<file path="src/rtl/pca_pkg.sv">
// Shared constants, types and codes for the pixel count accumulator.
// Depends on nothing; every other file of the block but pca_ram imports it.
package pca_pkg;

   // Store sizes
   localparam int unsigned MAX_PIXELS  = 65536;
   localparam int unsigned MAX_PACKETS = 4096;
   localparam int unsigned PIX_AW      = $clog2(MAX_PIXELS);
   localparam int unsigned PKT_AW      = $clog2(MAX_PACKETS);
   localparam int unsigned CLR_DEPTH   = (MAX_PIXELS > MAX_PACKETS) ? MAX_PIXELS : MAX_PACKETS;
   localparam int unsigned CLR_W       = $clog2(CLR_DEPTH);
   localparam int unsigned CLR_LAST    = CLR_DEPTH - 1;

   // Field widths
   localparam int unsigned ACTION_W = 3;
   localparam int unsigned PID_W    = 12;
   localparam int unsigned COORD_W  = 8;
   localparam int unsigned COUNT_W  = 16;
   localparam int unsigned VALUE_W  = 16;
   localparam int unsigned STATUS_W = 2;
   localparam int unsigned DIM_W    = 9;
   localparam int unsigned LIN_W    = 18;   // x + y*width with 8-bit x,y and 9-bit width
   localparam int unsigned DIM_RESET = 256;

   // Configuration port
   localparam int unsigned CSR_AW = 3;
   localparam int unsigned CSR_DW = 32;

   typedef enum logic [ACTION_W-1:0] {
      ACT_ADD    = 3'd0,
      ACT_EOI    = 3'd1,
      ACT_VERIFY = 3'd2,
      ACT_READ   = 3'd3,
      ACT_CLEAR  = 3'd4
   } action_type;

   typedef enum logic [STATUS_W-1:0] {
      STATUS_OK    = 2'd0,
      STATUS_COORD = 2'd1,
      STATUS_PKT   = 2'd2
   } status_type;

   typedef enum logic [0:0] {
      REG_WIDTH  = 1'b0,
      REG_HEIGHT = 1'b1
   } reg_index_type;

   typedef enum logic [2:0] {
      ST_CLEAR,
      ST_IDLE,
      ST_EXEC,
      ST_WAIT,
      ST_VERIFY,
      ST_FINISH
   } state_type;

   typedef struct packed {
      logic [DIM_W-1:0] image_width;
      logic [DIM_W-1:0] image_height;
   } cfg_type;

   typedef struct packed {
      logic               img_rd;
      logic               img_we;
      logic [PIX_AW-1:0]  img_addr;
      logic [VALUE_W-1:0] img_wdata;
      logic               map_rd;
      logic               map_we;
      logic [PKT_AW-1:0]  map_addr;
      logic               map_wdata;
   } mem_ctl_type;

endpackage

</file>
<file path="src/rtl/pca_csr.sv">
// Configuration registers (image width and height) behind an APB-style port.
// Depends on pca_pkg.
module pca_csr (
   input  logic                          clock,
   input  logic                          reset,
   input  logic                          csr_psel,
   input  logic                          csr_penable,
   input  logic                          csr_pwrite,
   input  logic [pca_pkg::CSR_AW-1:0]    csr_paddr,
   input  logic [pca_pkg::CSR_DW-1:0]    csr_pwdata,
   output logic [pca_pkg::CSR_DW-1:0]    csr_prdata,
   output logic                          csr_pready,
   output pca_pkg::cfg_type              cfg
);
   import pca_pkg::*;

   logic [DIM_W-1:0] width_ff, width_in;
   logic [DIM_W-1:0] height_ff, height_in;
   logic             wr_hit;
   reg_index_type    reg_sel;

   assign csr_pready = 1'b1;
   assign wr_hit     = csr_psel && csr_penable && csr_pwrite;
   assign reg_sel    = reg_index_type'(csr_paddr[CSR_AW-1]);

   always_comb begin
      width_in  = width_ff;
      height_in = height_ff;
      if (wr_hit) begin
         case (reg_sel)
            REG_WIDTH:  width_in  = csr_pwdata[DIM_W-1:0];
            REG_HEIGHT: height_in = csr_pwdata[DIM_W-1:0];
            default:    ;
         endcase
      end
   end

   always_comb begin
      case (reg_sel)
         REG_WIDTH:  csr_prdata = CSR_DW'(width_ff);
         REG_HEIGHT: csr_prdata = CSR_DW'(height_ff);
         default:    csr_prdata = '0;
      endcase
   end

   always_ff @(posedge clock) begin
      if (reset) begin
         width_ff  <= DIM_W'(DIM_RESET);
         height_ff <= DIM_W'(DIM_RESET);
      end else begin
         width_ff  <= width_in;
         height_ff <= height_in;
      end
   end

   assign cfg.image_width  = width_ff;
   assign cfg.image_height = height_ff;
endmodule

</file>
<file path="config.mk">
export PLATFORM = sky130hd
export DESIGN_NAME = pca_csr
export DESIGN_NICKNAME = d
export VERILOG_FILES = /design/src/rtl/pca_pkg.sv /design/src/rtl/pca_csr.sv
export SDC_FILE = /design/constraint.sdc
export NUM_CORES = 1
export LEC_CHECK = 0
export BUFFER_PORTS_ARGS = -buffer_cell sky130_fd_sc_hd__buf_2
export CAP_MARGIN = 20
export CORE_MARGIN = 5
export CORE_UTILIZATION = 40
export DETAILED_ROUTE_END_ITERATION = 6
export HOLD_SLACK_MARGIN = 0.03
export PLACE_DENSITY = 0.83
export SLEW_MARGIN = 40
export SYNTH_ARGS = -nofsm -noshare
export SYNTH_HDL_FRONTEND = slang
export SYNTH_SLANG_ARGS = --single-unit
</file>
<file path="constraint.sdc">
create_clock -name clock -period 1.4 [get_ports clock]
set_input_delay 0.07 -clock clock [delete_from_list [all_inputs] [get_ports clock]]
set_output_delay 0.07 -clock clock [all_outputs]
set_load 0.05 [all_outputs]
</file>
# ---- Word level (Yosys, flattened, before mapping)
# Index checks and enable logic that the tools add are counted.
dict set report totals {
  ff_bits 18
  latchBits 0
  ramBits 0
  mem_bits_ro 0
  input_bits 40
  out_inout_bits 51
  elab_cells 8
  mem_count 0
}
dict set report classes {
  addsub 0
  n_mul 0
  div 0
  magnitude_cmp 0
  eq_ne 0
  n_shift 0
  mux 1
  bitwise_logic 1
  n_reduce_logical 4
}
# cell n
set ops {}
lappend ops {{one-hot mux 32 bit (2 select lines)} 1}
lappend ops {{AND reduction 2 bit} 2}
lappend ops {{logical AND 1 bit} 2}
lappend ops {{inverter 1 bit} 1}

# ---- Depth between registers and ports, before layout
dict set report logic_depth {
  word_depth 3
  ltp_mapped 3
}

# ---- Worst setup path after synthesis
# Ideal clock, no wire load.
dict set report synth_path {
  path_type {register -> output}
  startpoint {register height_ff[0]}
  endpoint {output csr_prdata[0] (netlist name)}
  t_arrival_ns 1.049
  required_ns 1.330
  setup_slack_ns 0.281
  path_stages_with_launch 2
  n_path_buf 0
  cell_sequence {dfxtp_1 -> mux2_2}
}
dict set report synth_between {
  elab_chain_len 1
}
# item line_no
set synth_rtl {}
lappend synth_rtl {{start: declaration} pca_csr.sv:18} ;# logic [DIM_W-1:0] height_ff, height_in;
lappend synth_rtl {{start signal: assignment} pca_csr.sv:49} ;# height_ff <= DIM_W'(DIM_RESET);
lappend synth_rtl {{start signal: assignment} pca_csr.sv:52} ;# height_ff <= height_in;
lappend synth_rtl {{one-hot mux 32 bit (2 select lines)} pca_csr.sv:39} ;# case (reg_sel)
lappend synth_rtl {{end: declaration} pca_csr.sv:11} ;# output logic [pca_pkg::CSR_DW-1:0] csr_prdata,
# No other way between the ends. The select of a mux whose other input is x is not followed.

# ---- Worst setup path in the final report
dict set report layout_path {
  startpoint {register height_ff[4]}
  endpoint {output csr_prdata[4] (netlist name)}
}
# The elaborated chain is that of the path after synthesis.

==> reports/qor.txt <==
# IOs = 91
leakage power = 0.6649 nW
Clk pin slew, worst setup/hold paths = 110 ps
Reg2Reg Depth = 2
PwrDens = 955.0 mW/mm^2
GPL Wtd Cong = 0.6882
post-CTS setup buffer count = 0
R2R Setup Slk = 760 ps
Post-Syn Area = 0.001084 sq mm
distinct cell type count of the synthesized netlist = 13
Worst setup endpoint = csr_prdata[4]
core area = 0.002545 sq mm
Post-DP HPWL = 1778 um
Die Wd = 62.05 um
startpoint types = register
share of layout cells above drive strength 1 = 0.3862
slowest stage delay, CP = 340 ps
Crit. End Element = output pin
CTS tree = done
Layout area overhead = 13.28%
crit path DAT = 1110 ps
remaining global-route overflow = 0
Routed Antenna Nets = 0
unrepaired setup endpoints after global routing = no
WL/cell = 12.61 um
most frequent cells in the layout = 41 x buf_2, 24 x nand2b_1, 24 x conb_1
DR pass1 iterations = 4
Initial Util = 0.4258
most common cell after layout, fill and taps aside = buf_2
Max Slew Vio Count = 0
DIE AREA = 0.003850 sq mm
setup TNS = 0 ps
vias per cell = 4.503
Skew-Pair Late Insertion Delay = 290 ps
fmax = 845.6 MHz
status = finished clean
CTS Buf Count = 3
via count = 788
peak supply drop = 775.1 uV
1st-iter DRT viols = 14
Die Y = 62.05 um
Final setup viols = 0
CP cell instances = mux2_2 > buf_2
sequential fraction of the synthesis area = 0.3326
Max H-tree Level = 1
maxcap violations = 0
Port Buffer Count = 41
Ys Warns = 0
CTS root buffer = clkbuf_4
ant diodes = 0
drt drc = 0
fin crit share = 0.8447
Hold/Removal Path Class = in2reg
Slowest-stage cell, CP = dfxtp_1
# fillers = 259
cell count after synthesis = 107
Min Clock Period, post-route = 1183 ps
Critical R2R Capture = height_ff[4]
vias in the first global route = 769
CTS Hold Bufs = 0
first-pass GRT wire length = 3374 um
Mapped Avg Cell Area = 10.13 sq um
TritonCTS Sinks = 18
Yosys reg bits = 18
gr usage total = 0.1183
WHS = 47.54 ps
initial antenna violation count = 0
Worst Path Class, Setup = reg2out
Hold Crit Start = csr_pwdata[8]
RR Startpoint = height_ff[4]
largest net degree at the start of global routing = 28
Final Hold Viols = 0
crit path launch = height_ff[4]
skew final = 0 ps
standard-cell rows = 18
WP data required = 1330 ps
Final nets = 186
Bufs on Longest Clock Path = 2
post_cts resized = 0
critical path peak fanout = 3
Detailed Route WL = 2206 um
[state kept, by name (all words and copies together), names as in the netlist]
name / count
height_ff: 9
width_ff: 9
[kinds of logic after synthesis]
group	share of synthesized area
buf+inv	0.2009
flops	0.3326
mux	0.2598
other cells	0.006931
simple gates	0.1998
[worst max-delay path: cells and delay by family, from the launching register on]
family	cells	cell delay [ps]
buffers and inverters	1	210
DFF	1	340
muxes	1	260
[report_power, final]
group / internal, mW / total [mW] / switching [mW]
clock: 0.158 / 0.327 / 0.169
sequential: 0.523 / 0.531 / 0.00789
combinational: 0.0606 / 0.314 / 0.254
total: 0.742 / 1.17 / 0.430
[final cells by class]
type / instances / area (sq um) / area share
repair buffers: 41 / 205.2 / 0.1672
multi-input cells: 82 / 588.1 / 0.4791
flip-flops and latches: 18 / 360.3 / 0.2936
well taps: 30 / 37.54 / 0.03058
clock buffers: 4 / 36.28 / 0.02956
[worst min-delay path by stage]
| stage | end | slack, ps | cells past startpoint |
|---|---|---|---|
| floorplan | height_ff[8] | 240 | 2 |
| global placement | height_ff[8] | 330 | 3 |
| detailed placement | width_ff[8] | 360 | 3 |
| CTS | width_ff[6] | 50 | 3 |
| global route | width_ff[8] | 40 | 3 |
| finish | width_ff[8] | 50 | 3 |
[cells in the mapped netlist]
cell type / number / area [sq um]
mux2i_1: 18 / 180.2
clkbuf_1: 2 / 7.510
nand2b_1: 24 / 150.1
nor2_1: 3 / 11.26
conb_1: 2 / 7.510
nand4_2: 1 / 12.51
nand4b_4: 1 / 23.77
buf_4: 25 / 187.7
and4b_1: 1 / 10.01
buf_6: 2 / 22.52
dfxtp_1: 18 / 360.4
mux2_2: 9 / 101.4
and4_1: 1 / 8.760
[per-layer routing]
layer / track usage / share of wire / vias to the layer above
li1: - / - / 384
met1: 0.1404 / 0.38 / 358
met2: 0.2027 / 0.50 / 43
met3: 0.04339 / 0.11 / 3
met4: 0.02727 / 0.0041 / 0
met5: 0 / 0 / -
[per-stage QoR]
| step | cell area [sq um] | total power [mW] | cells | util | worst slack [ps] |
|---|---|---|---|---|---|
| finish | 1227 | 1.172 | 175 | 0.4823 | 217.4 |
| global route | 1227 | 1.221 | 175 | 0.4823 | 167.7 |
| CTS | 1227 | 1.179 | 175 | 0.4823 | 206.8 |
| detailed placement | 1191 | 0.8569 | 171 | 0.4680 | 200.5 |
| global placement | 1191 | 0.8518 | 171 | 0.4680 | 258.7 |
| floorplan | 1166 | 0.8600 | 129 | - | 280.7 |
No activity file was read; power rests on OpenSTA's default activity.
