--- src/rtl/pca_pkg.sv ---
// Shared constants, types and codes for the pixel count accumulator.
// Depends on nothing; every other file of the block but pca_ram imports it.
package pca_pkg;

   // Store sizes
   localparam int unsigned MAX_PIXELS  = 65536;
   localparam int unsigned MAX_PACKETS = 4096;
   localparam int unsigned PIX_AW      = $clog2(MAX_PIXELS);
   localparam int unsigned PKT_AW      = $clog2(MAX_PACKETS);
   localparam int unsigned CLR_DEPTH   = (MAX_PIXELS > MAX_PACKETS) ? MAX_PIXELS : MAX_PACKETS;
   localparam int unsigned CLR_W       = $clog2(CLR_DEPTH);
   localparam int unsigned CLR_LAST    = CLR_DEPTH - 1;

   // Field widths
   localparam int unsigned ACTION_W = 3;
   localparam int unsigned PID_W    = 12;
   localparam int unsigned COORD_W  = 8;
   localparam int unsigned COUNT_W  = 16;
   localparam int unsigned VALUE_W  = 16;
   localparam int unsigned STATUS_W = 2;
   localparam int unsigned DIM_W    = 9;
   localparam int unsigned LIN_W    = 18;   // x + y*width with 8-bit x,y and 9-bit width
   localparam int unsigned DIM_RESET = 256;

   // Configuration port
   localparam int unsigned CSR_AW = 3;
   localparam int unsigned CSR_DW = 32;

   typedef enum logic [ACTION_W-1:0] {
      ACT_ADD    = 3'd0,
      ACT_EOI    = 3'd1,
      ACT_VERIFY = 3'd2,
      ACT_READ   = 3'd3,
      ACT_CLEAR  = 3'd4
   } action_type;

   typedef enum logic [STATUS_W-1:0] {
      STATUS_OK    = 2'd0,
      STATUS_COORD = 2'd1,
      STATUS_PKT   = 2'd2
   } status_type;

   typedef enum logic [0:0] {
      REG_WIDTH  = 1'b0,
      REG_HEIGHT = 1'b1
   } reg_index_type;

   typedef enum logic [2:0] {
      ST_CLEAR,
      ST_IDLE,
      ST_EXEC,
      ST_WAIT,
      ST_VERIFY,
      ST_FINISH
   } state_type;

   typedef struct packed {
      logic [DIM_W-1:0] image_width;
      logic [DIM_W-1:0] image_height;
   } cfg_type;

   typedef struct packed {
      logic               img_rd;
      logic               img_we;
      logic [PIX_AW-1:0]  img_addr;
      logic [VALUE_W-1:0] img_wdata;
      logic               map_rd;
      logic               map_we;
      logic [PKT_AW-1:0]  map_addr;
      logic               map_wdata;
   } mem_ctl_type;

endpackage

--- src/rtl/pca_req_if.sv ---
// Request channel interface: valid/ready handshake plus the request word.
// Depends on pca_pkg for field widths.
interface pca_req_if;
   import pca_pkg::*;

   logic                valid;
   logic                ready;
   logic [ACTION_W-1:0] action;
   logic [PID_W-1:0]    pkt_id;
   logic [COORD_W-1:0]  x;
   logic [COORD_W-1:0]  y;
   logic [COUNT_W-1:0]  hit_count;

   modport source (output valid, action, pkt_id, x, y, hit_count, input ready);
   modport sink   (input valid, action, pkt_id, x, y, hit_count, output ready);
endinterface

--- src/rtl/pca_rsp_if.sv ---
// Response channel interface: valid/ready handshake plus the result word.
// Depends on pca_pkg for field widths.
interface pca_rsp_if;
   import pca_pkg::*;

   logic                valid;
   logic                ready;
   logic [VALUE_W-1:0]  pixel_value;
   logic                verified;
   logic [STATUS_W-1:0] status;

   modport source (output valid, pixel_value, verified, status, input ready);
   modport sink   (input valid, pixel_value, verified, status, output ready);
endinterface

--- src/rtl/pca_seq.sv ---
// Sequencer: decodes requests, drives the image and packet-map RAMs
// (read, modify, write back), walks the map for verify, sweeps for clear.
// Depends on pca_pkg, pca_req_if and pca_rsp_if.
module pca_seq (
   input  logic                         clock,
   input  logic                         reset,
   pca_req_if.sink                      req_ch,
   pca_rsp_if.source                    rsp_ch,
   input  pca_pkg::cfg_type             cfg,
   output pca_pkg::mem_ctl_type         mem,
   input  logic [pca_pkg::VALUE_W-1:0]  img_rdata,
   input  logic                         map_rdata
);
   import pca_pkg::*;

   state_type           state_ff, state_in;
   action_type          act_ff, act_in;
   status_type          status_ff, status_in;
   logic [PIX_AW-1:0]   addr_ff, addr_in;
   logic [PID_W-1:0]    pid_ff, pid_in;
   logic [COUNT_W-1:0]  cnt_ff, cnt_in;
   logic [CLR_W-1:0]    clr_ff, clr_in;
   logic [PKT_AW:0]     walk_ff, walk_in;
   logic [PKT_AW:0]     lim_ff, lim_in;
   logic                reply_ff, reply_in;
   logic                eoi_valid_ff, eoi_valid_in;
   logic [PID_W-1:0]    eoi_id_ff, eoi_id_in;
   logic [VALUE_W-1:0]  res_value_ff, res_value_in;
   logic                res_ver_ff, res_ver_in;
   status_type          res_status_ff, res_status_in;
   logic                rsp_valid_ff, rsp_valid_in;
   logic [VALUE_W-1:0]  rsp_value_ff, rsp_value_in;
   logic                rsp_ver_ff, rsp_ver_in;
   status_type          rsp_status_ff, rsp_status_in;

   // Request decode
   logic                accept;
   logic [LIN_W-1:0]    lin_addr;
   logic [31:0]         lin32, pid32, req_pid32, clr32, eoi32, lim32;
   logic                coord_bad, pid_bad;
   status_type          dec_status;
   logic                slot_free;
   logic                clr_last;
   logic [PKT_AW:0]     walk_next;
   logic [VALUE_W-1:0]  sum;

   assign accept    = req_ch.valid && req_ch.ready;
   assign slot_free = !rsp_valid_ff || rsp_ch.ready;
   assign lin_addr  = LIN_W'(req_ch.x) + LIN_W'(req_ch.y) * LIN_W'(cfg.image_width);
   assign lin32     = 32'(lin_addr);
   assign req_pid32 = 32'(req_ch.pkt_id);
   assign pid32     = 32'(pid_ff);
   assign clr32     = 32'(clr_ff);
   assign eoi32     = 32'(eoi_id_ff);
   assign lim32     = (eoi32 < MAX_PACKETS) ? eoi32 : MAX_PACKETS;
   assign clr_last  = (clr_ff == CLR_W'(CLR_LAST));
   assign walk_next = walk_ff + 1'b1;
   assign sum       = img_rdata + cnt_ff;

   assign coord_bad = ({1'b0, req_ch.x} >= cfg.image_width)
                   || ({1'b0, req_ch.y} >= cfg.image_height)
                   || (lin32 >= MAX_PIXELS);
   assign pid_bad   = (req_pid32 >= MAX_PACKETS);

   always_comb begin
      case (action_type'(req_ch.action))
         ACT_ADD:  dec_status = coord_bad ? STATUS_COORD : (pid_bad ? STATUS_PKT : STATUS_OK);
         ACT_READ: dec_status = coord_bad ? STATUS_COORD : STATUS_OK;
         ACT_EOI:  dec_status = pid_bad ? STATUS_PKT : STATUS_OK;
         default:  dec_status = STATUS_OK;
      endcase
   end

   assign req_ch.ready = (state_ff == ST_IDLE);

   // Next state
   always_comb begin
      state_in = state_ff;
      case (state_ff)
         ST_CLEAR: begin
            if (clr_last) begin
               state_in = reply_ff ? ST_FINISH : ST_IDLE;
            end
         end
         ST_IDLE: begin
            if (accept) begin
               state_in = ST_EXEC;
            end
         end
         ST_EXEC: begin
            case (act_ff)
               ACT_ADD, ACT_READ: state_in = (status_ff == STATUS_OK) ? ST_WAIT : ST_FINISH;
               ACT_VERIFY:
                  state_in = (eoi_valid_ff && lim32 != 0) ? ST_VERIFY : ST_FINISH;
               ACT_CLEAR:         state_in = ST_CLEAR;
               default:           state_in = ST_FINISH;
            endcase
         end
         ST_WAIT: state_in = ST_FINISH;
         ST_VERIFY: begin
            if (!map_rdata || walk_next == lim_ff) begin
               state_in = ST_FINISH;
            end
         end
         ST_FINISH: begin
            if (slot_free) begin
               state_in = ST_IDLE;
            end
         end
         default: state_in = ST_IDLE;
      endcase
   end

   // Datapath and memory control
   always_comb begin
      act_in        = act_ff;
      status_in     = status_ff;
      addr_in       = addr_ff;
      pid_in        = pid_ff;
      cnt_in        = cnt_ff;
      clr_in        = clr_ff;
      walk_in       = walk_ff;
      lim_in        = lim_ff;
      reply_in      = reply_ff;
      eoi_valid_in  = eoi_valid_ff;
      eoi_id_in     = eoi_id_ff;
      res_value_in  = res_value_ff;
      res_ver_in    = res_ver_ff;
      res_status_in = res_status_ff;
      rsp_value_in  = rsp_value_ff;
      rsp_ver_in    = rsp_ver_ff;
      rsp_status_in = rsp_status_ff;
      rsp_valid_in  = rsp_valid_ff && !rsp_ch.ready;
      mem           = '0;
      mem.img_addr  = addr_ff;
      mem.map_addr  = pid32[PKT_AW-1:0];

      case (state_ff)
         ST_CLEAR: begin
            // sweep both stores, one entry a cycle
            mem.img_addr  = clr32[PIX_AW-1:0];
            mem.map_addr  = clr32[PKT_AW-1:0];
            mem.img_we    = (clr32 < MAX_PIXELS);
            mem.map_we    = (clr32 < MAX_PACKETS);
            mem.img_wdata = '0;
            mem.map_wdata = 1'b0;
            clr_in        = clr_ff + 1'b1;
            res_value_in  = '0;
            res_ver_in    = 1'b0;
            res_status_in = STATUS_OK;
         end
         ST_IDLE: begin
            if (accept) begin
               act_in    = action_type'(req_ch.action);
               status_in = dec_status;
               addr_in   = lin32[PIX_AW-1:0];
               pid_in    = req_ch.pkt_id;
               cnt_in    = req_ch.hit_count;
            end
         end
         ST_EXEC: begin
            res_value_in  = '0;
            res_ver_in    = 1'b0;
            res_status_in = status_ff;
            case (act_ff)
               ACT_ADD, ACT_READ: begin
                  mem.img_rd = (status_ff == STATUS_OK);
               end
               ACT_EOI: begin
                  if (status_ff == STATUS_OK) begin
                     eoi_valid_in = 1'b1;
                     eoi_id_in    = pid_ff;
                  end
               end
               ACT_VERIFY: begin
                  lim_in       = lim32[PKT_AW:0];
                  walk_in      = '0;
                  res_ver_in   = eoi_valid_ff && (lim32 == 0);
                  mem.map_rd   = eoi_valid_ff && (lim32 != 0);
                  mem.map_addr = '0;
               end
               ACT_CLEAR: begin
                  clr_in       = '0;
                  reply_in     = 1'b1;
                  eoi_valid_in = 1'b0;
                  eoi_id_in    = '0;
               end
               default: ;
            endcase
         end
         ST_WAIT: begin
            if (act_ff == ACT_ADD) begin
               // write back the sum and mark the packet
               mem.img_we    = 1'b1;
               mem.img_wdata = sum;
               mem.map_we    = 1'b1;
               mem.map_wdata = 1'b1;
               res_value_in  = sum;
            end else begin
               res_value_in  = img_rdata;
            end
         end
         ST_VERIFY: begin
            if (!map_rdata) begin
               res_ver_in = 1'b0;
            end else if (walk_next == lim_ff) begin
               res_ver_in = 1'b1;
            end else begin
               mem.map_rd   = 1'b1;
               mem.map_addr = walk_next[PKT_AW-1:0];
               walk_in      = walk_next;
            end
         end
         ST_FINISH: begin
            if (slot_free) begin
               rsp_valid_in  = 1'b1;
               rsp_value_in  = res_value_ff;
               rsp_ver_in    = res_ver_ff;
               rsp_status_in = res_status_ff;
            end
         end
         default: ;
      endcase
   end

   always_ff @(posedge clock) begin
      if (reset) begin
         state_ff     <= ST_CLEAR;
         clr_ff       <= '0;
         reply_ff     <= 1'b0;
         eoi_valid_ff <= 1'b0;
         eoi_id_ff    <= '0;
         rsp_valid_ff <= 1'b0;
      end else begin
         state_ff     <= state_in;
         clr_ff       <= clr_in;
         reply_ff     <= reply_in;
         eoi_valid_ff <= eoi_valid_in;
         eoi_id_ff    <= eoi_id_in;
         rsp_valid_ff <= rsp_valid_in;
      end
   end

   always_ff @(posedge clock) begin
      act_ff        <= act_in;
      status_ff     <= status_in;
      addr_ff       <= addr_in;
      pid_ff        <= pid_in;
      cnt_ff        <= cnt_in;
      walk_ff       <= walk_in;
      lim_ff        <= lim_in;
      res_value_ff  <= res_value_in;
      res_ver_ff    <= res_ver_in;
      res_status_ff <= res_status_in;
      rsp_value_ff  <= rsp_value_in;
      rsp_ver_ff    <= rsp_ver_in;
      rsp_status_ff <= rsp_status_in;
   end

   assign rsp_ch.valid       = rsp_valid_ff;
   assign rsp_ch.pixel_value = rsp_value_ff;
   assign rsp_ch.verified    = rsp_ver_ff;
   assign rsp_ch.status      = rsp_status_ff;
endmodule

--- src/flat_wrapper.sv ---
// flat-port wrapper written by rule: the top's interface ports become plain ports
module pca_seq_flat import pca_pkg::*;
  (clock, reset, cfg, mem, img_rdata, map_rdata, req_ch_valid, req_ch_action, req_ch_pkt_id, req_ch_x, req_ch_y, req_ch_hit_count, req_ch_ready, rsp_ch_valid, rsp_ch_pixel_value, rsp_ch_verified, rsp_ch_status, rsp_ch_ready);
  pca_req_if req_ch_i ();
  pca_rsp_if rsp_ch_i ();
  input  logic clock;
  input  logic reset;
  input  pca_pkg::cfg_type cfg;
  output pca_pkg::mem_ctl_type mem;
  input  logic [pca_pkg::VALUE_W-1:0] img_rdata;
  input  logic map_rdata;
  input wire logic [$bits(req_ch_i.valid)-1:0] req_ch_valid;
  input wire logic [$bits(req_ch_i.action)-1:0] req_ch_action;
  input wire logic [$bits(req_ch_i.pkt_id)-1:0] req_ch_pkt_id;
  input wire logic [$bits(req_ch_i.x)-1:0] req_ch_x;
  input wire logic [$bits(req_ch_i.y)-1:0] req_ch_y;
  input wire logic [$bits(req_ch_i.hit_count)-1:0] req_ch_hit_count;
  output wire logic [$bits(req_ch_i.ready)-1:0] req_ch_ready;
  output wire logic [$bits(rsp_ch_i.valid)-1:0] rsp_ch_valid;
  output wire logic [$bits(rsp_ch_i.pixel_value)-1:0] rsp_ch_pixel_value;
  output wire logic [$bits(rsp_ch_i.verified)-1:0] rsp_ch_verified;
  output wire logic [$bits(rsp_ch_i.status)-1:0] rsp_ch_status;
  input wire logic [$bits(rsp_ch_i.ready)-1:0] rsp_ch_ready;
  assign req_ch_i.valid = req_ch_valid;
  assign req_ch_i.action = req_ch_action;
  assign req_ch_i.pkt_id = req_ch_pkt_id;
  assign req_ch_i.x = req_ch_x;
  assign req_ch_i.y = req_ch_y;
  assign req_ch_i.hit_count = req_ch_hit_count;
  assign req_ch_ready = req_ch_i.ready;
  assign rsp_ch_valid = rsp_ch_i.valid;
  assign rsp_ch_pixel_value = rsp_ch_i.pixel_value;
  assign rsp_ch_verified = rsp_ch_i.verified;
  assign rsp_ch_status = rsp_ch_i.status;
  assign rsp_ch_i.ready = rsp_ch_ready;
  pca_seq u_core (.clock(clock), .reset(reset), .req_ch(req_ch_i), .rsp_ch(rsp_ch_i), .cfg(cfg), .mem(mem), .img_rdata(img_rdata), .map_rdata(map_rdata));
endmodule
--- config.mk ---
export PLATFORM = sky130hd
export DESIGN_NAME = pca_seq_flat
export DESIGN_NICKNAME = d
export VERILOG_FILES = /design/src/rtl/pca_pkg.sv /design/src/rtl/pca_req_if.sv /design/src/rtl/pca_rsp_if.sv /design/src/rtl/pca_seq.sv /design/src/flat_wrapper.sv
export SDC_FILE = /design/constraint.sdc
export NUM_CORES = 1
export LEC_CHECK = 0
export ABC_AREA = 1
export BUFFER_PORTS_ARGS = -buffer_cell sky130_fd_sc_hd__buf_2
export CAP_MARGIN = 15
export CORE_ASPECT_RATIO = 0.75
export CORE_MARGIN = 8
export CORE_UTILIZATION = 35
export DETAILED_ROUTE_END_ITERATION = 7
export SLEW_MARGIN = 15
export SYNTH_ARGS = -nofsm -noshare
export SYNTH_HDL_FRONTEND = slang
export SYNTH_SLANG_ARGS = --single-unit
--- constraint.sdc ---
create_clock -name clock -period 7 [get_ports clock]
set_input_delay 2.1 -clock clock [delete_from_list [all_inputs] [get_ports clock]]
set_output_delay 2.1 -clock clock [all_outputs]
set_load 0.1 [all_outputs]
# Word level (Yosys, flattened, before mapping)
# Cells that the tools add are included.
# W data, S select, Z words.
[totals]
out_inout_bits = 70
ram_bits = 0
reg_bits = 147
input_bits = 86
mem_bits_ro = 0
n_memories = 0
word_cells = 137
latch_bits = 0
[op_classes]
bitwise = 0
n_mul = 1
addsub = 4
reduce_logical = 33
magnitude_cmp = 7
div_mod_pow = 0
n_mux = 50
shift = 0
eq_ne = 23
[ops]
columns = ["operator", "count"]
rows = [
  ["$mux W16", 5],
  ["$pmux W16 S2", 2],
  ["$mux W13", 4],
  ["$mux W12", 4],
  ["$pmux W12 S3", 1],
  ["$logic_not A32 Y1", 1],
  ["$reduce_bool A32 Y1", 1],
  ["$pmux W13 S2", 1],
  ["$pmux W12 S2", 1],
  ["$add A8 B17 Y18", 1],
  ["$ge A18 B17 Y1 const B", 1],
  ["$ge A8 B9 Y1", 2],
  ["$mux W3", 6],
  ["$pmux W3 S6", 1],
  ["$lt A16 B17 Y1 const B", 1],
  ["$mul A8 B9 Y17", 1],
  ["$add A16 B1 Y16 const B", 1],
  ["$add A16 B16 Y16", 1],
  ["$eq A16 B16 Y1 const B", 1],
  ["$lt A16 B13 Y1 const B", 1],
  ["$eq A3 B2 Y1 const B", 5],
  ["$mux W1", 15],
  ["$add A13 B1 Y13 const B", 1],
  ["$eq A13 B13 Y1", 1],
  ["other kinds (24)", 59],
]

# Depth between registers and ports, before layout
# Gate-level depths: netlist of the first run.
[depth]
word_depth = 7
ltp_mapped = 20
depth_no_buf = 19

# Worst setup path after synthesis of the first run
# OpenSTA, ideal clock, no wires.
[synth_timing]
kind = "in2out"
startpoint = "input img_rdata[0] (netlist bit)"
endpoint = "output mem[23] (netlist bit)"
path_stages = 7
setup_slack_ps = 60
n_path_buf = 0
t_arrival_ps = 4840
path_cell_list = "ha_1 > fa_1 > a31oi_1 > inv_1 > a21oi_1 > o21ai_0 > a21oi_1"
[synth_lines]
columns = ["element", "line_no", "source"]
rows = [
  ["from (decl)", "flat_wrapper.sv:10", "input logic [pca_pkg::VALUE_W-1:0] img_rdata;"],
  ["to (decl)", "flat_wrapper.sv:9", "output pca_pkg::mem_ctl_type mem;"],
]

==> results of run 1 <==
==> cells by family after synthesis <==
family / Yosys count / share of synthesized area
compound gates: 180 / 0.102
flops: 143 / 0.385
buf+inv: 279 / 0.104
simple gates: 469 / 0.202
fa+ha+maj: 126 / 0.191
mux: 5 / 0.00548
other cells: 1 / 0.000365
xor+xnor: 14 / 0.0119
==> worst max-delay path: cells and delay by family <==
kind            cells  cell delay, ps
compound gates      3             670
simple gates        3             240
fa+ha+maj           2             620
buf+inv             3             660
==> power by group through the flow <==
stage,clock network [mW],registers (mW),logic [mW]
finish,0.873,1.10,1.63
global route,0.924,1.11,1.81
CTS,0.893,1.10,1.65
detailed placement,0,1.12,1.64
global placement,0,1.12,1.63
floorplan,0,1.10,1.32
==> layout make-up <==
cell class | count | area, µm²
inverters | 246 | 923
repair buffers | 161 | 823
flip-flops and latches | 143 | 3950
fillers | 2893 | 17000
clock inverters | 13 | 130
clock buffers | 19 | 433
well taps | 392 | 490
multi-input cells | 795 | 5270
==> worst max-delay path by stage <==
stage,depth (start not counted),start,slack (ps),end
after global routing,11,img_rdata[9],360,mem[30]
final,11,img_rdata[0],590,mem[25]
after CTS,11,img_rdata[0],620,mem[25]
after global placement,17,req_ch_y[1],610,u_core.status_ff[0]$_SDFFCE_PN0P_
after floorplan,7,img_rdata[0],60,mem[23]
after detailed placement,17,req_ch_y[1],580,u_core.status_ff[0]$_SDFFCE_PN0P_
==> through the flow <==
stage,utilization,cell area (µm²),std cells,hold WS (ps)
detailed placement,0.395,11500,1737,405
finish,0.415,12000,1769,418
CTS,0.415,12000,1769,419
floorplan,-,10300,1217,400
global route,0.415,12000,1769,422
global placement,0.395,11500,1737,401
==> registers in the layout, summed over array words and instances, names as in the netlist, 3 cells and up <==
name and count:
u_core.clr_ff 16, u_core.pid_ff 12, u_core.cnt_ff 16, u_core.state_ff 3, u_core.walk_ff 13, u_core.res_value_ff 16, u_core.eoi_id_ff 12, u_core.lim_ff 12
u_core.rsp_ch.pixel_value 16, u_core.act_ff 3, u_core.addr_ff 16
==> synthesized netlist by cell type, types with 5 or more instances <==
| library cell | n | share of area |
|---|---|---|
| edfxtp_1 | 109 | 0.32 |
| a21oi_1 | 63 | 0.031 |
| nand4_1 | 12 | 0.0073 |
| fa_1 | 51 | 0.099 |
| clkbuf_1 | 27 | 0.0099 |
| nand2_1 | 261 | 0.095 |
| dfxtp_1 | 34 | 0.066 |
| o21ai_0 | 65 | 0.032 |
| mux2_2 | 5 | 0.0055 |
| inv_1 | 240 | 0.088 |
| nor2_4 | 6 | 0.0066 |
| a221oi_1 | 7 | 0.0060 |
| nor2_1 | 74 | 0.027 |
| nor3_1 | 11 | 0.0054 |
| a22oi_1 | 5 | 0.0037 |
| xor2_1 | 7 | 0.0060 |
| xnor2_1 | 7 | 0.0060 |
| nand2_2 | 8 | 0.0049 |
| o22ai_1 | 6 | 0.0037 |
| ha_1 | 75 | 0.091 |
| nor2_2 | 7 | 0.0043 |
| nand3_1 | 74 | 0.036 |
| inv_2 | 6 | 0.0022 |
| a21o_1 | 8 | 0.0058 |
==> routing by layer <==
layer	vias to the layer above	share of wire	track usage	wire (µm)
li1	4244	-	-	-
met1	3847	0.49	0.194	12500
met2	187	0.46	0.240	11900
met3	19	0.039	0.0240	1010
met4	0	0.0099	0.0335	255
met5	-	0	0	0
==> summary.txt, run 1 <==
Status
  – Run status: finished, final reports clean

STA
  – Slew margin rel.: 0.425
  – Final worst path period share: 0.915
  – Setup TNS: 0 ps
  – RSZ-0062 raised after global routing: false
  – Minimum clock period: about 6400 ps
  – Fin. Hold Viols: 0
  – Worst-margin pin slew: approximately 860 ps
  – Fmax: ~160 MHz
  – Pins Over Slew Limit: 0
  – Setup ws final: ~600 ps
  – Fin Clk Skew: between 15 and 20 ps
  – Final setup fails: 0

Place
  – HPWL Detailed: around 21000 µm
  – Worst slack, placed: slightly below 600 ps
  – Number of port buffers: around 150
  – Final Wtd Congestion: 0.875

Floorplan
  – Die Y: 164 µm
  – Die span in x: approximately 210 µm
  – Initial core utilization: 0.355
  – Die ar.: 0.0352 mm²
  – # IOs: between 150 and 200
  – Core area: slightly below 0.03 mm²
  – Site Rows: 54

Route
  – Via-to-Cell Ratio: 4.69
  – Routed WL: 25700 µm
  – Detailed Routing Iterations Pass 1: 5
  – DRC viols: 0
  – Drt wl/cell: 14.5 µm
  – Post-route ant nets: 0
  – DR iter-0 viols: about 460
  – Vias: 8297

Logic synthesis
  – EDFF count, synth: roughly 110
  – Post-synthesis cell type count: 50
  – Post-Syn Area: approximately 0.010 mm²
  – Post-synthesis register bit count: 143
  – Register area share after synthesis: 0.385
  – Synthesized Nets: 1429
  – Mapped Cells: 1217
  – Avg Cell Area, Syn: 8.45 µm²
  – Top_reg_cell synth: edfxtp_1
  – Ys async rst share: 0
  – Yosys warns: 0

Flow run
  – Max-Cap Viols: 0

Worst setup path
  – Worst EP required: 4900 ps
  – Slowest stage cell, crit path: buf_2
  – Worst Setup Start Kind: primary input
  – Endpoint class of the critical path: output pin
  – Critical path class: in2out
  – RR Endpoint: u_core.walk_ff[12]$_SDFFCE_PN0P_
  – R2r worst-path depth: 14
  – R2R Setup Slk: between 4000 and 5000 ps
  – Critical-path cell list: buf_2 -> ha_1 -> fa_1 -> a31oi_1 -> inv_1 -> a21oi_1 -> o21ai_0 -> nand2_1 -> nand2_1 -> nor2_1 -> buf_2
  – Largest stage delay, worst path: approximately 430 ps
  – Worst R2R Start: u_core.walk_ff[0]$_SDFFCE_PN0P_
  – Critical Path Fanout Max: 3
  – WP data arrival: between 4000 and 5000 ps

Power and ir drop
  – Cell Int Power: a little over 2 mW
  – Sw frac: 0.443
  – Total Power: 3.61 mW
  – Psw: between 1.5 and 2 mW
  – Clk pwr share: 0.242
  – Power Density: ~300 mW/mm²
  – Static Leakage: 5.99 nW
  – Seq pwr share: 0.305
  – Combinational power share: 0.453
  – IR Drop Worst-Case VDD: around 0.32 mV

Global routing
  – Initial antenna violation count: 0
  – Vias in the first global route: 8227
  – Tot GR Track Use: 0.144
  – Total gr overflow: 0
  – First-pass GRT wire length: just over 40000 µm
  – Pin count of the biggest net entering global routing: 49

Final layout
  – P&R area growth vs syn: 17.0%
  – Layout cells sized above 1: 0.174
  – Nets: roughly 1600
  – Commonest non-fill, non-tap cell in the layout: nand2_1
  – ANT cells: 0
  – Most frequent cells in the layout: 261 x nand2_1, 240 x inv_1, 154 x buf_2, 109 x edfxtp_1, 75 x ha_1

CTS
  – Clk_lat worst skew: ~420 ps
  – Clock transition at path regs: 60 ps
  – Sink Count: ~140
  – Hold-fix buffers at CTS: 0
  – CTS buffer count: 17
  – # resized after CTS: 0
  – Postcts setup bufs: 0
  – CTS tree: yes
  – Clk Tree Root Cell: clkbuf_16
  – Htree depth: 4
  – CTS Buffer Depth: 2

Hold path
  – HP Class: reg2reg
  – Worst min-delay path startpoint: u_core.res_value_ff[8]$_SDFFCE_PN0P_
  – Hold path depth: 0
  – Hold Path Sink: u_core.rsp_ch.pixel_value[8]$_DFFE_PP_
(Power assumes the default switching activity.)
==> run 2, diff against run 1 <==
HOLD_SLACK_MARGIN = 0.02   (was unset)
clock period = 5.3 ns   (was 7 ns; I/O delays follow)
==> run 2 against run 1 <==
Die area stayed put. Sequential share of layout area is 1.7 points lower. Wire length is 2.9% higher. Via count is 2.7% higher. Worst hold slack worse by 3.0 ps. Clock skew is 8.8 ps lower. Sequential power is 32% higher. Non-clock buffer count is 51 higher. Largest power group unchanged. Clock power is 34% higher.
==> summary.txt, run 2 (synthesis gave the netlist of run 1 again) <==
Status
  – Run status: finished, final reports clean

Route
  – DR iter-0 viols: 395 (-14%)
  – DRC viols: 0 (unchanged)
  – Routed WL: 26400 µm (+2.9%)
  – Detailed Routing Iterations Pass 1: 5 (unchanged)
  – Post-route ant nets: 0 (unchanged)
  – Vias: 8523 (+2.7%)
  – Via-to-Cell Ratio: 4.68 (-0.21%)
  – Drt wl/cell: 14.5 µm (about the same)

STA
  – RSZ-0062 raised after global routing: true
  – Final worst path period share: 0.989
  – Minimum clock period: ~5200 ps
  – Final setup fails: 0 (unchanged)
  – Worst-margin pin slew: 853 ps (-6.13 ps)
  – Slew margin rel.: 0.431 (+0.00621)
  – Fin Clk Skew: 8.59 ps (-8.85 ps)
  – Fmax: around 190 MHz
  – Fin. Hold Viols: 0 (unchanged)
  – Pins Over Slew Limit: 0 (unchanged)
  – Setup TNS: 0 ps (unchanged)

Worst setup path
  – Endpoint class of the critical path: output pin
  – Critical path class: in2out
  – Worst EP required: 3710 ps (-1190 ps)
  – WP data arrival: 3650 ps (-660 ps)
  – Critical Path Fanout Max: 3 (unchanged)
  – Worst Setup Start Kind: primary input

CTS
  – Sink Count: 143 (unchanged)
  – Clk Tree Root Cell: clkbuf_16
  – Clk_lat worst skew: 420 ps (about the same)
  – CTS buffer count: 17 (unchanged)
  – Htree depth: 4 (unchanged)
  – Clock transition at path regs: 60 ps (about the same)
  – CTS tree: yes
  – CTS Buffer Depth: 2 (unchanged)

Global routing
  – Initial antenna violation count: 1 (+1)
  – Tot GR Track Use: 0.149 (+0.00465)
  – Total gr overflow: 0 (unchanged)
  – First-pass GRT wire length: 42700 µm (+3.0%)
  – Vias in the first global route: 8447 (+2.7%)
  – Pin count of the biggest net entering global routing: 49 (unchanged)

Hold path
  – HP Class: reg2reg

Final layout
  – Commonest non-fill, non-tap cell in the layout: nand2_1
  – Most frequent cells in the layout: 261 x nand2_1, 240 x inv_1, 146 x buf_2, 109 x edfxtp_1, 74 x nand3_1
  – FILL cells: 2880 (-0.45%)
  – P&R area growth vs syn: 23.2%
  – Nets: 1627 (+3.2%)
  – Final Util: 0.437 (+0.0222)
  – Layout cells sized above 1: 0.220 (+0.0456)

Floorplan
  – Core area: 0.0290 mm² (unchanged)
  – Die span in x: 214 µm (unchanged)
  – Initial core utilization: 0.355 (unchanged)
  – Site Rows: 54 (unchanged)
  – Die ar.: 0.0352 mm² (unchanged)
  – Die Y: 164 µm (unchanged)
  – # IOs: 156 (unchanged)

Power and ir drop
  – Static Leakage: 6.27 nW (+4.8%)
  – IR Drop Worst-Case VDD: 0.384 mV (+21%)
  – Power Density: 406 mW/mm² (+35%)
  – Total Power: 5.15 mW (+43%)

Place
  – Number of port buffers: 154 (unchanged)
  – HPWL Detailed: 22000 µm (+6.0%)
  – Final Wtd Congestion: 0.903 (+3.3%)

Flow run
  – Max-Cap Viols: 0 (unchanged)
==> run 2: worst paths after layout <==
path | startpoint | depth (start not counted) | slack [ps] | endpoint
hold / removal | u_core.res_value_ff[0]$_SDFFCE_PN0P_ | 0 | 410 | u_core.rsp_ch.pixel_value[0]$_DFFE_PP_
setup / recovery | img_rdata[0] | 11 | 60 | mem[25]
setup reg to reg | u_core.walk_ff[1]$_SDFFCE_PN0P_ | 14 | 2700 | u_core.walk_ff[0]$_SDFFCE_PN0P_
hold reg to reg | u_core.res_value_ff[0]$_SDFFCE_PN0P_ | 0 | 410 | u_core.rsp_ch.pixel_value[0]$_DFFE_PP_
==> run 2: metrics by stage <==
stage / hold slack (ps) / setup slack [ps] / cell area [µm²] / cells
after floorplan: 400 / -53.9 / 10400 / 1217
after global placement: 404 / -138 / 12100 / 1788
after detailed placement: 405 / -198 / 12100 / 1788
after CTS: 417 / 49.6 / 12700 / 1820
after global routing: 420 / -54.3 / 12700 / 1821
final: 415 / 55.8 / 12700 / 1821
==> run 2: cell type report <==
type                       count  area (µm²)  share of cell area
tap                          392         490              0.0387
clock buffer                  21         483              0.0381
antenna                        1        2.50            0.000198
inverter                     246         923              0.0729
clock inverter                11         104             0.00820
timing repair buffer         212        1330               0.105
sequential                   143        3950               0.312
multi-input combinational    795        5390               0.425
==> run 2: critical path, stage by stage <==
cell     delay, ps
buf_2          110
ha_1           220
fa_1           410
a31oi_1        290
inv_1          120
a21oi_1        250
o21ai_0        160
nand2_1         80
nand2_1        100
nor2_4         140
buf_12         180
==> run 2: report_power, final <==
part / switching (mW) / internal [mW] / total (mW) / leakage (nW)
clock network: 0.469 / 0.704 / 1.17 / 0.289
logic: 1.65 / 0.870 / 2.52 / 4.64
registers: 0.0567 / 1.40 / 1.45 / 1.35
==> run 2: repair_timing <==
item / in CTS / in global routing
hold buffers: 0 / 0
buffers inserted: 0 / 0
endpoints found under the setup margin: 0 / 3
gates resized for setup: 0 / 1
hold endpoints to repair: 0 / 0
==> run 2: per-layer routing <==
metal	routed length [µm]	global-route usage
met5	0	0
met2	12400	0.249
met3	1180	0.0260
met1	12400	0.194
met4	524	0.0479
==> run 3, diff against run 2 <==
REMOVE_ABC_BUFFERS = 1   (was unset)
==> run 3 against run 2 <==
Maximum frequency grew 0.32%. Worst hold slack worse by 4.6 ps. Combinational power grew 2%. Count of clock-buffer cells in the layout is 1 higher. Clock power rose by 3%. Final cell count up 0.93%. Sequential power about the same. Die area unchanged. Setup slack better by 17 ps. Flip-flop and latch count is the same. Critical path depth did not move.
==> summary.txt, run 3 (synthesis gave the netlist of run 1 again) <==
Place
  – Area after DPL: 0.0121 mm² (about the same)
  – HPWL Detailed: 22100 µm (+0.35%)
  – Placed Cells: 1801 (+0.73%)
  – Final Wtd Congestion: 0.863 (-4.4%)
  – Number of port buffers: 154 (unchanged)

Worst setup path
  – WP buf/inv: 5 (+2)
  – Worst R2R Start: u_core.walk_ff[0]$_SDFFCE_PN0P_
  – Largest stage delay, worst path: 440 ps (+30 ps)
  – CP top delay family: compound AO/OA/AOI/OAI gates
  – R2r worst-path depth: 14 (unchanged)
  – Worst Setup Start Kind: primary input
  – RR Endpoint: u_core.walk_ff[12]$_SDFFCE_PN0P_
  – Critical Path Fanout Max: 3 (unchanged)
  – Critical path class: in2out
  – Endpoint class of the critical path: output pin
  – Critical-path cell list: buf_2 -> ha_1 -> fa_1 -> a31oi_2 -> inv_1 -> a21oi_1 -> buf_4 -> o21ai_0 -> a21oi_1 -> buf_4 -> buf_12
  – WP data arrival: 3640 ps (about the same)
  – Worst EP required: 3710 ps (about the same)
  – R2R Setup Slk: 2760 ps (+60 ps)
  – Slowest stage cell, crit path: fa_1

Route
  – DR iter-0 viols: 404 (+2.3%)
  – DRC viols: 0 (unchanged)
  – Via-to-Cell Ratio: 4.68 (about the same)
  – Post-route ant nets: 0 (unchanged)
  – Routed WL: 27100 µm (+2.4%)
  – Detailed Routing Iterations Pass 1: 5 (unchanged)
  – Vias: 8605 (+0.96%)
  – Drt wl/cell: 14.7 µm (+1.5%)

Final layout
  – Nets: 1644 (+1.0%)
  – P&R area growth vs syn: 24.6%
  – Layout cells sized above 1: 0.222 (+0.00226)
  – Final Util: 0.442 (+0.00484)
  – Commonest non-fill, non-tap cell in the layout: nand2_1
  – Final Non-Filler Cells: 1838 (+0.93%)
  – FILL cells: 2864 (-0.56%)
  – Post-layout instance area: 0.0128 mm² (+1.1%)
  – Most frequent cells in the layout: 261 x nand2_1, 240 x inv_1, 142 x buf_2, 109 x edfxtp_1, 74 x buf_4

Global routing
  – First-pass GRT wire length: 43000 µm (+0.86%)
  – Pin count of the biggest net entering global routing: 39 (-20%)
  – Initial antenna violation count: 1 (unchanged)
  – Vias in the first global route: 8497 (+0.59%)
  – Tot GR Track Use: 0.150 (+0.00193)
  – Total gr overflow: 0 (unchanged)

CTS
  – Clk Tree Root Cell: clkbuf_16
  – Htree depth: 4 (unchanged)
  – Clk_lat worst skew: 420 ps (about the same)
  – CTS tree: yes
  – Sink Count: 143 (unchanged)
  – CTS buffer count: 17 (unchanged)
  – Clock transition at path regs: 60 ps (about the same)
  – CTS Buffer Depth: 2 (unchanged)
  – Hold-fix buffers at CTS: 0 (unchanged)

STA
  – Final worst path period share: 0.986 (-0.00313)
  – Fin. Hold Viols: 0 (unchanged)
  – Fmax: 191 MHz (+0.32%)
  – Final setup fails: 0 (unchanged)
  – Fin Clk Skew: 11.1 ps (+2.54 ps)
  – Worst-margin pin slew: 1090 ps (+238 ps)
  – Setup TNS: 0 ps (unchanged)
  – RSZ-0062 raised after global routing: true
  – Pins Over Slew Limit: 0 (unchanged)
  – Minimum clock period: 5230 ps (-16.6 ps)
  – Slew margin rel.: 0.272 (-0.159)
  – Final hold slack: 410 ps (-4.62 ps)

Power and ir drop
  – IR Drop Worst-Case VDD: 0.357 mV (-7.2%)
  – Static Leakage: 6.38 nW (+1.6%)
  – Power Density: 408 mW/mm² (+0.48%)

Floorplan
  – Initial core utilization: 0.355 (unchanged)
  – Die Y: 164 µm (unchanged)
  – Die span in x: 214 µm (unchanged)
  – Die ar.: 0.0352 mm² (unchanged)
  – Core area: 0.0290 mm² (unchanged)
  – Site Rows: 54 (unchanged)
  – # IOs: 156 (unchanged)

Flow run
  – Max-Cap Viols: 0 (unchanged)

Status
  – Run status: finished, final reports clean

Hold path
  – Hold path depth: 0 (unchanged)
  – Worst min-delay path startpoint: u_core.res_value_ff[12]$_SDFFCE_PN0P_
  – HP Class: reg2reg
  – Hold Path Sink: u_core.rsp_ch.pixel_value[12]$_DFFE_PP_
-- run 3: cell types whose count changed in the layout (fill, tap and decap cells not counted), moves of 3 or more --
cell / previous run / this run
buf_4: 58 / 74
nor2_1: 63 / 71
buf_2: 146 / 142
clkbuf_4: 0 / 3
nor2_2: 16 / 9
o21ai_1: 4 / 7
-- run 3: worst max-delay path by stage --
stage                 start                                 to  slack (ps)  cells past startpoint
2_1_floorplan  img_rdata[0]                            mem[23]        -620                      7
3_3_place_gp        cfg[15]       u_core.addr_ff[15]$_DFFE_PP_        -370                     18
3_5_place_dp        cfg[15]       u_core.addr_ff[15]$_DFFE_PP_        -420                     18
4_1_cts             cfg[15]  u_core.status_ff[0]$_SDFFCE_PN0P_          30                     17
5_1_grt             cfg[15]  u_core.status_ff[0]$_SDFFCE_PN0P_         -60                     19
6_report       img_rdata[0]                            mem[23]          70                     11
-- run 3: worst register-to-register path: stages, from the launching register on --
cell	delay, ps
edfxtp_1	400
ha_1	300
nand2_2	120
nor2_4	170
nand2_1	70
nand2_1	90
nand2_2	80
nand2_1	60
nand2_1	60
nand3_2	80
nor2_4	50
nand3_4	190
nand2_4	140
a21oi_1	150
buf_4	250
-- run 3: per-layer routing --
metal  wire (µm)  global-route usage
met2       12700               0.252
met3        1150              0.0278
met1       12800               0.195
met4         467              0.0510
met5           0                   0
-- run 3: report_power, final --
part / leakage, nW / switching, mW / internal [mW]
combinational: 4.74 / 1.68 / 0.890
clock: 0.284 / 0.456 / 0.752
sequential: 1.35 / 0.0571 / 1.40
-- run 3: layout make-up --
cell class                      count  area [µm²]  area share
Antenna cell                        1        2.50    0.000195
Tap cell                          392         490      0.0383
Inverter                          246         923      0.0721
Multi-Input combinational cell    795        5350       0.418
Sequential cell                   143        3950       0.309
Clock buffer                       22         454      0.0355
Timing Repair Buffer              229        1500       0.117
Clock inverter                     10         138      0.0107
-- run 3: what timing repair did --
action	in CTS	in global routing
buffers inserted	0	3
setup endpoints to repair	0	15
resized for setup	0	24
-- run 3: per-stage QoR --
step	total power, mW	setup slack (ps)
floorplan	3.18	-620
global placement	3.91	-366
detailed placement	3.94	-415
CTS	5.16	25.1
global route	5.54	-59.6
finish	5.23	72.4
